[config.mk]
export PLATFORM = sky130hd
export DESIGN_NAME = gbm_ctrl
export DESIGN_NICKNAME = d
export VERILOG_FILES = /design/src/rtl/core/gbm_pkg.sv /design/src/rtl/core/gbm_ctrl.sv
export SDC_FILE = /design/constraint.sdc
export NUM_CORES = 1
export LEC_CHECK = 0
export ABC_AREA = 1
export BUFFER_PORTS_ARGS = -buffer_cell sky130_fd_sc_hd__buf_2
export CAP_MARGIN = 20
export CORE_UTILIZATION = 55
export DETAILED_ROUTE_END_ITERATION = 6
export GPL_TIMING_DRIVEN = 0
export PLACE_DENSITY_LB_ADDON = 0.2
export SLEW_MARGIN = 20
export SYNTH_ARGS = -nofsm -noshare
export SYNTH_HDL_FRONTEND = slang
export SYNTH_SLANG_ARGS = --single-unit
export TNS_END_PERCENT = 30
[constraint.sdc]
create_clock -name i_clk -period 4.35 [get_ports i_clk]
set_clock_uncertainty 0.1 [all_clocks]
set_input_delay 0.6525 -clock i_clk [delete_from_list [all_inputs] [get_ports i_clk]]
set_output_delay 0.6525 -clock i_clk [all_outputs]
set_load 0.005 [all_outputs]
[src/rtl/core/gbm_pkg.sv]
`timescale 1ns / 1ps

package gbm_pkg;

    localparam int MAX_TARGETS_DEF = 32;
    localparam int COORD_W         = 21;
    localparam int SUM_W           = 48;
    localparam int TALLY_W         = 26;
    localparam int FRAME_W         = 16;
    localparam int CFG_W           = 16;
    localparam int TCNT_W          = 6;
    localparam int DIV_N_W         = 48;
    localparam int DIV_D_W         = 26;
    localparam int STEP_W          = 6;
    localparam int SNAP_STEPS      = 22;
    localparam int MEAN_STEPS      = 48;
    localparam int IN_DATA_W       = 72;
    localparam int OUT_DATA_W      = 72;
    localparam int OUT_FIELDS_W    = 69;
    localparam int ADDR_W          = 4;

    localparam logic [TALLY_W-1:0] TALLY_MAX = {TALLY_W{1'b1}};
    localparam logic [FRAME_W-1:0] FRAME_MAX = {FRAME_W{1'b1}};

    localparam logic [1:0] REG_GRID = 2'd0;
    localparam logic [1:0] REG_MAXS = 2'd1;
    localparam logic [1:0] REG_TCNT = 2'd2;

    typedef enum logic [1:0] {
        CMD_LOAD  = 2'd0,
        CMD_POINT = 2'd1,
        CMD_EOS   = 2'd2,
        CMD_FIN   = 2'd3
    } t_opcode;

    typedef enum logic [1:0] {
        DIV_X    = 2'd0,
        DIV_Y    = 2'd1,
        DIV_MEAN = 2'd2
    } t_div_sel;

    typedef struct packed {
        logic [CFG_W-1:0]  grid;
        logic [CFG_W-1:0]  scan_cap;
        logic [TCNT_W-1:0] tcount;
    } t_cfg;

    typedef struct packed {
        logic     item_load;
        logic     div_start;
        t_div_sel div_sel;
        logic     latch_cx;
        logic     latch_cy;
        logic     cell_wr;
        logic     k_clr;
        logic     k_inc;
        logic     rd_cell;
        logic     acc_rd;
        logic     fin_rd;
        logic     acc_wr;
        logic     out_load;
        logic     clear_all;
        logic     frame_inc;
    } t_ctl;

    typedef struct packed {
        t_opcode cmd;
        logic    point_ok;
        logic    div_done;
        logic    k_last;
        logic    out_accept;
    } t_sts;

endpackage

[src/rtl/core/gbm_ctrl.sv]
`timescale 1ns / 1ps

module gbm_ctrl (
    input  logic           i_clk,
    input  logic           i_rst_n,
    input  logic           i_valid,
    input  gbm_pkg::t_sts  i_sts,
    output gbm_pkg::t_ctl  o_ctl,
    output logic           o_ready
);

    typedef enum logic [11:0] {
        S_IDLE      = 12'b0000_0000_0001,
        S_DECODE    = 12'b0000_0000_0010,
        S_SNAPX     = 12'b0000_0000_0100,
        S_SNAPY     = 12'b0000_0000_1000,
        S_SCAN      = 12'b0000_0001_0000,
        S_SCAN_WAIT = 12'b0000_0010_0000,
        S_ACC_RD    = 12'b0000_0100_0000,
        S_ACC_WR    = 12'b0000_1000_0000,
        S_FIN_RD    = 12'b0001_0000_0000,
        S_FIN_START = 12'b0010_0000_0000,
        S_FIN_DIV   = 12'b0100_0000_0000,
        S_FIN_OUT   = 12'b1000_0000_0000
    } t_state;

    t_state r_state;
    t_state n_state;

    always_ff @(posedge i_clk) begin
        if (!i_rst_n) begin
            r_state <= S_IDLE;
        end else begin
            r_state <= n_state;
        end
    end

    always_comb begin
        n_state = r_state;
        o_ctl   = '0;
        case (r_state)
            S_IDLE: begin
                if (i_valid) begin
                    o_ctl.item_load = 1'b1;
                    n_state         = S_DECODE;
                end
            end
            S_DECODE: begin
                case (i_sts.cmd)
                    gbm_pkg::CMD_LOAD: begin
                        o_ctl.div_start = 1'b1;
                        o_ctl.div_sel   = gbm_pkg::DIV_X;
                        n_state         = S_SNAPX;
                    end
                    gbm_pkg::CMD_POINT: begin
                        if (i_sts.point_ok) begin
                            o_ctl.div_start = 1'b1;
                            o_ctl.div_sel   = gbm_pkg::DIV_X;
                            n_state         = S_SNAPX;
                        end else begin
                            n_state = S_IDLE;
                        end
                    end
                    gbm_pkg::CMD_EOS: begin
                        o_ctl.frame_inc = 1'b1;
                        n_state         = S_IDLE;
                    end
                    default: begin
                        o_ctl.k_clr = 1'b1;
                        n_state     = S_FIN_RD;
                    end
                endcase
            end
            S_SNAPX: begin
                if (i_sts.div_done) begin
                    o_ctl.latch_cx  = 1'b1;
                    o_ctl.div_start = 1'b1;
                    o_ctl.div_sel   = gbm_pkg::DIV_Y;
                    n_state         = S_SNAPY;
                end
            end
            S_SNAPY: begin
                o_ctl.div_sel = gbm_pkg::DIV_Y;
                if (i_sts.div_done) begin
                    o_ctl.latch_cy = 1'b1;
                    if (i_sts.cmd == gbm_pkg::CMD_LOAD) begin
                        o_ctl.cell_wr = 1'b1;
                        n_state       = S_IDLE;
                    end else begin
                        o_ctl.k_clr = 1'b1;
                        n_state     = S_SCAN;
                    end
                end
            end
            S_SCAN: begin
                o_ctl.rd_cell = 1'b1;
                if (i_sts.k_last) begin
                    n_state = S_SCAN_WAIT;
                end else begin
                    o_ctl.k_inc = 1'b1;
                end
            end
            S_SCAN_WAIT: begin
                n_state = S_ACC_RD;
            end
            S_ACC_RD: begin
                o_ctl.acc_rd = 1'b1;
                n_state      = S_ACC_WR;
            end
            S_ACC_WR: begin
                o_ctl.acc_wr = 1'b1;
                n_state      = S_IDLE;
            end
            S_FIN_RD: begin
                o_ctl.fin_rd = 1'b1;
                n_state      = S_FIN_START;
            end
            S_FIN_START: begin
                o_ctl.div_start = 1'b1;
                o_ctl.div_sel   = gbm_pkg::DIV_MEAN;
                n_state         = S_FIN_DIV;
            end
            S_FIN_DIV: begin
                o_ctl.div_sel = gbm_pkg::DIV_MEAN;
                if (i_sts.div_done) begin
                    o_ctl.out_load = 1'b1;
                    n_state        = S_FIN_OUT;
                end
            end
            S_FIN_OUT: begin
                if (i_sts.out_accept) begin
                    if (i_sts.k_last) begin
                        o_ctl.clear_all = 1'b1;
                        n_state         = S_IDLE;
                    end else begin
                        o_ctl.k_inc = 1'b1;
                        n_state     = S_FIN_RD;
                    end
                end
            end
            default: begin
                n_state = S_IDLE;
            end
        endcase
    end

    assign o_ready = (r_state == S_IDLE);

endmodule

==> results of run 1 <==
## power by group
group	internal [mW]	switching [mW]	leakage, nW
logic	0.0824	0.148	0.590
registers	0.125	0.0125	0.0974
clock network	0.0321	0.0357	0.0138
## area by class of cell
cell class	instances	share of cell area, %
plain buffers	1	0.672
repair buffers	24	10.8
well taps	16	1.79
multi-input cells	110	51.8
flip-flops and latches	12	21.5
clock buffers	3	2.02
inverters	34	11.4
## how the worst max path moves through the flow
stage / endpoint / slack [ns] / depth (start not counted)
6_report: o_ctl[8] / 1.93 / 8
3_3_place_gp: o_ctl[8] / 2.21 / 6
4_1_cts: o_ctl[8] / 1.93 / 8
2_1_floorplan: o_ctl[8] / 2.48 / 7
5_1_grt: o_ctl[8] / 1.83 / 8
3_5_place_dp: o_ctl[14] / 2.19 / 6
## cells in the mapped netlist (all sizes together)
cell	count
nand2	45
nor2	37
inv	34
dfxtp	12
nand3	8
o21ai	7
nor3	4
a21oi	3
nand3b	2
buf	1
nor4	1
o21a	1
o22ai	1
o31ai	1
## cell usage in the layout (no fill, tap or decap), drive strengths merged
cell    instances
o22ai           1
nor4            1
nand3b          2
o21a            1
dfxtp          12
clkbuf          3
inv            34
buf            25
nand2          45
o21ai           7
nor2           37
o31ai           1
a21oi           3
nand3           8
nor3            4
## metal layers
layer | share of wire, % | GRT usage [%]
met1 | 45 | 29.3
met3 | 5.6 | 2.50
met2 | 48 | 43.0
met4 | 1.8 | 11.3
met5 | 0 | 0
## logic make-up after synthesis
| logic type | count (synthesis) | share of synthesized area [%] |
|---|---|---|
| DFF | 12 | 25.2 |
| and+or+nand+nor | 97 | 53.2 |
| AOI/OAI and AO/OA | 13 | 7.47 |
| buffers and inverters | 35 | 14.2 |
## worst reg2reg max path: stages (launching register included)
cell and delay (ns):
dfxtp_1 0.32, nor2_1 0.17, nand2_2 0.14, nor2_8 0.17, nand3_1 0.15, nand2_2 0.11, nor2_4 0.05, nand2_4 0.07
inv_2 0.06, nand2_1 0.07, nand2_1 0.04
## through the flow
stage	instances	worst slack (ns)	cell area, µm²
after detailed placement	197	2.19	1090
after CTS	200	1.93	1120
after global placement	197	2.21	1090
final	200	1.93	1120
after global routing	200	1.83	1120
after floorplan	157	2.48	955
==> results.yml, run 1 <==
setup_path:
  crit_type: "register to output pin"
  critPathBufInv: 1
  crit_slowest_cell: "dfxtp_1"
  r2r-start: "r_state[11]"
  path_cells: "nor2_1, nand2_2, nor2_8, nand2_2, nor2_1, o21ai_1, o21ai_0, buf_2"
  cp-start-kind: "register"
  cp_top_family: "simple AND/OR/NAND/NOR gates"
  critPathMaxStageDelay_ns: 0.32
  worstPathRequired_ns: 3.60
  worst_r2r_path_depth: 10
  r2r_slack_ns: 2.79
  path_max_fanout: 8
  r2r_end: "r_state[0]"
  critPathLaunch: "r_state[11]"
  cp_data_arrival_time_ns: 1.67
  endpoint_kind: "output pin"
pwr:
  powerDensity_mw_per_mm2: 390
  power_mw: 0.435
  p_leak_nw: 0.701
  irDropWorstVdd_mv: 0.255
layout:
  layout-drive-gt1-share_pct: 25.5
  n_antenna_cell: 0
  largest_registers: "r_state: 12 flops"
  syn_to_final_growth_pct: 17.0
  top_register: "r_state"
  fillers: 147
  seq_area_um2: 240
  multi_input_area_um2: 579
  utilization_pct: 71.7
  largest_register_ffs: 12
  fin_nets: 195
run_status:
  status: "finished, final reports clean"
timing:
  fmax_mhz: 413
  period_minus_slack_ns: 2.42
  rsz0062_at_grt: "false"
  relSlewSlack_pct: 80.6
  finalCritPeriodShare_pct: 55.7
  slew_viol_final: 0
  whs_ns: 0.448
  fin_tns_setup_ns: 0
  setup_viol: 0
  worst_pin_slew_ns: 0.288
  hold_viol_final: 0
min_path:
  hold_depth: 2
  hold_class: "register to register"
  holdPathEnd: "r_state[3]"
  hp-start: "r_state[3]"
job:
  maxCapViolCount: 0
yosys:
  synth.top_cells.by_area: "dfxtp_1 25%, nand2_1 14%, inv_1 13%"
  seq_area_frac_synth_pct: 25.2
  yosysTopAreaCell: "dfxtp_1"
  yosys.cell_types.count: 22
  netlist.area_leader.share_pct: 25.2
  synth.avg_cell_area_um2: 6.08
  synth_fp_nets: 166
  synth-seq-cells: 12
  netlist_area_um2: 955
  yosys_warnings: 0
  syn_inst: 157
clock_tree:
  postCtsSetupRepairBufs: 0
  clock-sinks: 12
  cts_max_level: 1
  cts_tree: "done"
  cts-resized-gates: 0
  numCtsBuffers: 3
  clockBufferDepth: 2
  hold_buffers: 0
  clkLatencyLatePin_ns: 0.27
  cts-root-buf: "clkbuf_4"
  clk_pin_slew_ns: 0.07
detailed_routing:
  dr_total_vias: 998
  wire_per_inst_um: 10.9
  dr.pass1.iters: 4
  drtIter0Drc: 23
  drt_wl_total_um: 2180
  drc: 0
  detail-route-antenna-nets: 0
  vias_per_cell: 4.99
grt:
  track_usage_pct: 24.3
  antenna_found_initial: 0
  grt_pass1_wl_um: 3420
  gr-total-overflow: 0
  grt_pass1_vias: 849
  grt_max_degree: 9
floorplanning:
  row_count: 14
  start_util_pct: 61.2
  chipWidth_um: 43.7
  die_area_mm2: 0.00191
  coreArea_mm2: 0.00156
  ioPinCount: 26
  die_h_um: 43.7
place:
  place.port_buffers: 24
  hpwlAfterDp_um: 1770
  routabilityCongestion: 0.897
Power figures use the tool's default switching activity.
==> run 2, diff against run 1 <==
CORE_ASPECT_RATIO = 0.7   (was unset)
CORE_UTILIZATION = 51   (was 55)
clock period = 2.35 ns   (was 4.35 ns; I/O delays follow)
==> run 2 against run 1 <==
  * Non-clock buffer count unchanged
  * Combinational power is 85% higher
  * Clock-buffer cell count rose by 1
  * Setup slack worse by 1.7 ns
  * Design area up 1.8%
  * Clock power grew to 2.5 times the previous value
  * Power increased by 96%
  * Largest cell class unchanged
  * Routed wire length down 1.8%
  * Largest power group unchanged
  * Via count increased by 0.80%
  * Critical path depth is the same
==> results.yml, run 2 (synthesized netlist as in run 1, its figures left out) <==
setup_path:
  path_max_fanout: 8
  cp_data_arrival_time_ns: 1.68
  endpoint_kind: "output pin"
  crit_type: "register to output pin"
  r2r-start: "r_state[11]"
  worst_r2r_path_depth: 10
  cp-start-kind: "register"
  worstPathRequired_ns: 1.90
  critPathLaunch: "r_state[11]"
timing:
  setup_viol: 0
  fin_tns_setup_ns: 0
  worst_pin_slew_ns: 0.233
  finalCritPeriodShare_pct: 90.8
  fmax_mhz: 469
  fin_ws_ns: 0.217
  slew_viol_final: 0
  hold_viol_final: 0
  period_minus_slack_ns: 2.13
  relSlewSlack_pct: 84.3
  rsz0062_at_grt: "false"
clock_tree:
  cts-resized-gates: 0
  numCtsBuffers: 3
  clock-sinks: 12
  cts_tree: "done"
  clockBufferDepth: 2
  cts-root-buf: "clkbuf_4"
  hold_buffers: 0
  clk_pin_slew_ns: 0.08
  clkLatencyLatePin_ns: 0.28
  postCtsSetupRepairBufs: 0
  cts_max_level: 1
place:
  routabilityCongestion: 0.887
  place.port_buffers: 24
  place_ws_ns: 0.556
  hpwlAfterDp_um: 1770
detailed_routing:
  wl_met3_um: 158
  met2_length_um: 942
  drc: 0
  drt-met1-wl_um: 1010
  detail-route-antenna-nets: 0
  vias_per_cell: 4.88
  highest_layer: "met4"
  drt_wl_total_um: 2140
  wire_per_inst_um: 10.4
  dr_total_vias: 1006
  drtIter0Drc: 40
  dr.pass1.iters: 4
layout:
  top_register: "r_state"
  largest_register_ffs: 12
  final_common_cell: "nand2_1"
  layout_common_cells: "36 x nand2_1, 33 x inv_1, 29 x nor2_1, 24 x buf_2, 12 x dfxtp_1"
  layout-drive-gt1-share_pct: 25.9
  n_antenna_cell: 0
  largest_registers: "r_state: 12 flops"
  fin_nets: 195
  fillers: 152
  syn_to_final_growth_pct: 19.1
  utilization_pct: 68.2
floorplanning:
  ioPinCount: 26
  coreArea_mm2: 0.00167
  row_count: 12
  start_util_pct: 57.3
  chipWidth_um: 53.7
  die_h_um: 38.2
  die_area_mm2: 0.00205
min_path:
  hold_depth: 3
  hold_class: "input pin to register"
  hp-start: "i_rst_n"
grt:
  grt_pass1_wl_um: 3370
  antenna_found_initial: 0
  gr-total-overflow: 0
  grt_pass1_vias: 802
  grt_max_degree: 9
  track_usage_pct: 24.1
pwr:
  irDropWorstVdd_mv: 0.728
  p_leak_nw: 0.708
  powerDensity_mw_per_mm2: 750
job:
  maxCapViolCount: 0
run_status:
  status: "finished, final reports clean"
[run 2: critical path, cell delays in order, from the launching register on]
cell and delay, ns:
dfxtp_1 0.33, nor2_1 0.19, nand2_2 0.15, nor2_8 0.16
nand2_2 0.08, nor2_1 0.14, o21ai_1 0.11, o21ai_0 0.09
buf_2 0.13
[run 2: area by class of cell]
| class | count | area, µm² | area share (%) |
|---|---|---|---|
| flip-flops and latches | 12 | 240 | 21.1 |
| clock buffers | 4 | 36.3 | 3.19 |
| multi-input cells | 110 | 579 | 50.9 |
| inverters | 34 | 128 | 11.2 |
| repair buffers | 24 | 120 | 10.6 |
| well taps | 21 | 26.3 | 2.31 |
| plain buffers | 1 | 7.51 | 0.660 |
[run 2: stage by stage]
stage	power [mW]	area, µm²	hold slack (ns)	std cells
after floorplan	0.579	955	0.414	157
after global placement	0.668	1100	0.438	202
after detailed placement	0.682	1100	0.443	202
after CTS	0.857	1140	0.249	206
after global routing	0.927	1140	0.247	206
final	0.852	1140	0.257	206
[run 2: per-layer routing]
| layer | GRT usage, % | vias to the layer above |
|---|---|---|
| met5 | 0 | - |
| li1 | - | 528 |
| met4 | 7.89 | 0 |
| met2 | 38.6 | 38 |
| met3 | 8.33 | 4 |
| met1 | 30.1 | 436 |
[run 2: worst paths after layout]
path                            slack, ns         end
worst max-delay path                 0.22    o_ctl[8]
worst min-delay path                 0.26  r_state[3]
worst min register to register       0.46  r_state[3]
worst max register to register       0.76  r_state[6]
[run 2: power breakdown]
part           internal (mW)  leakage, nW  total, mW  switching [mW]
Clock                 0.0944       0.0210      0.172          0.0773
Combinational          0.153        0.590      0.425           0.272
Sequential             0.232       0.0974      0.256          0.0245
Total                  0.479        0.708      0.852           0.374
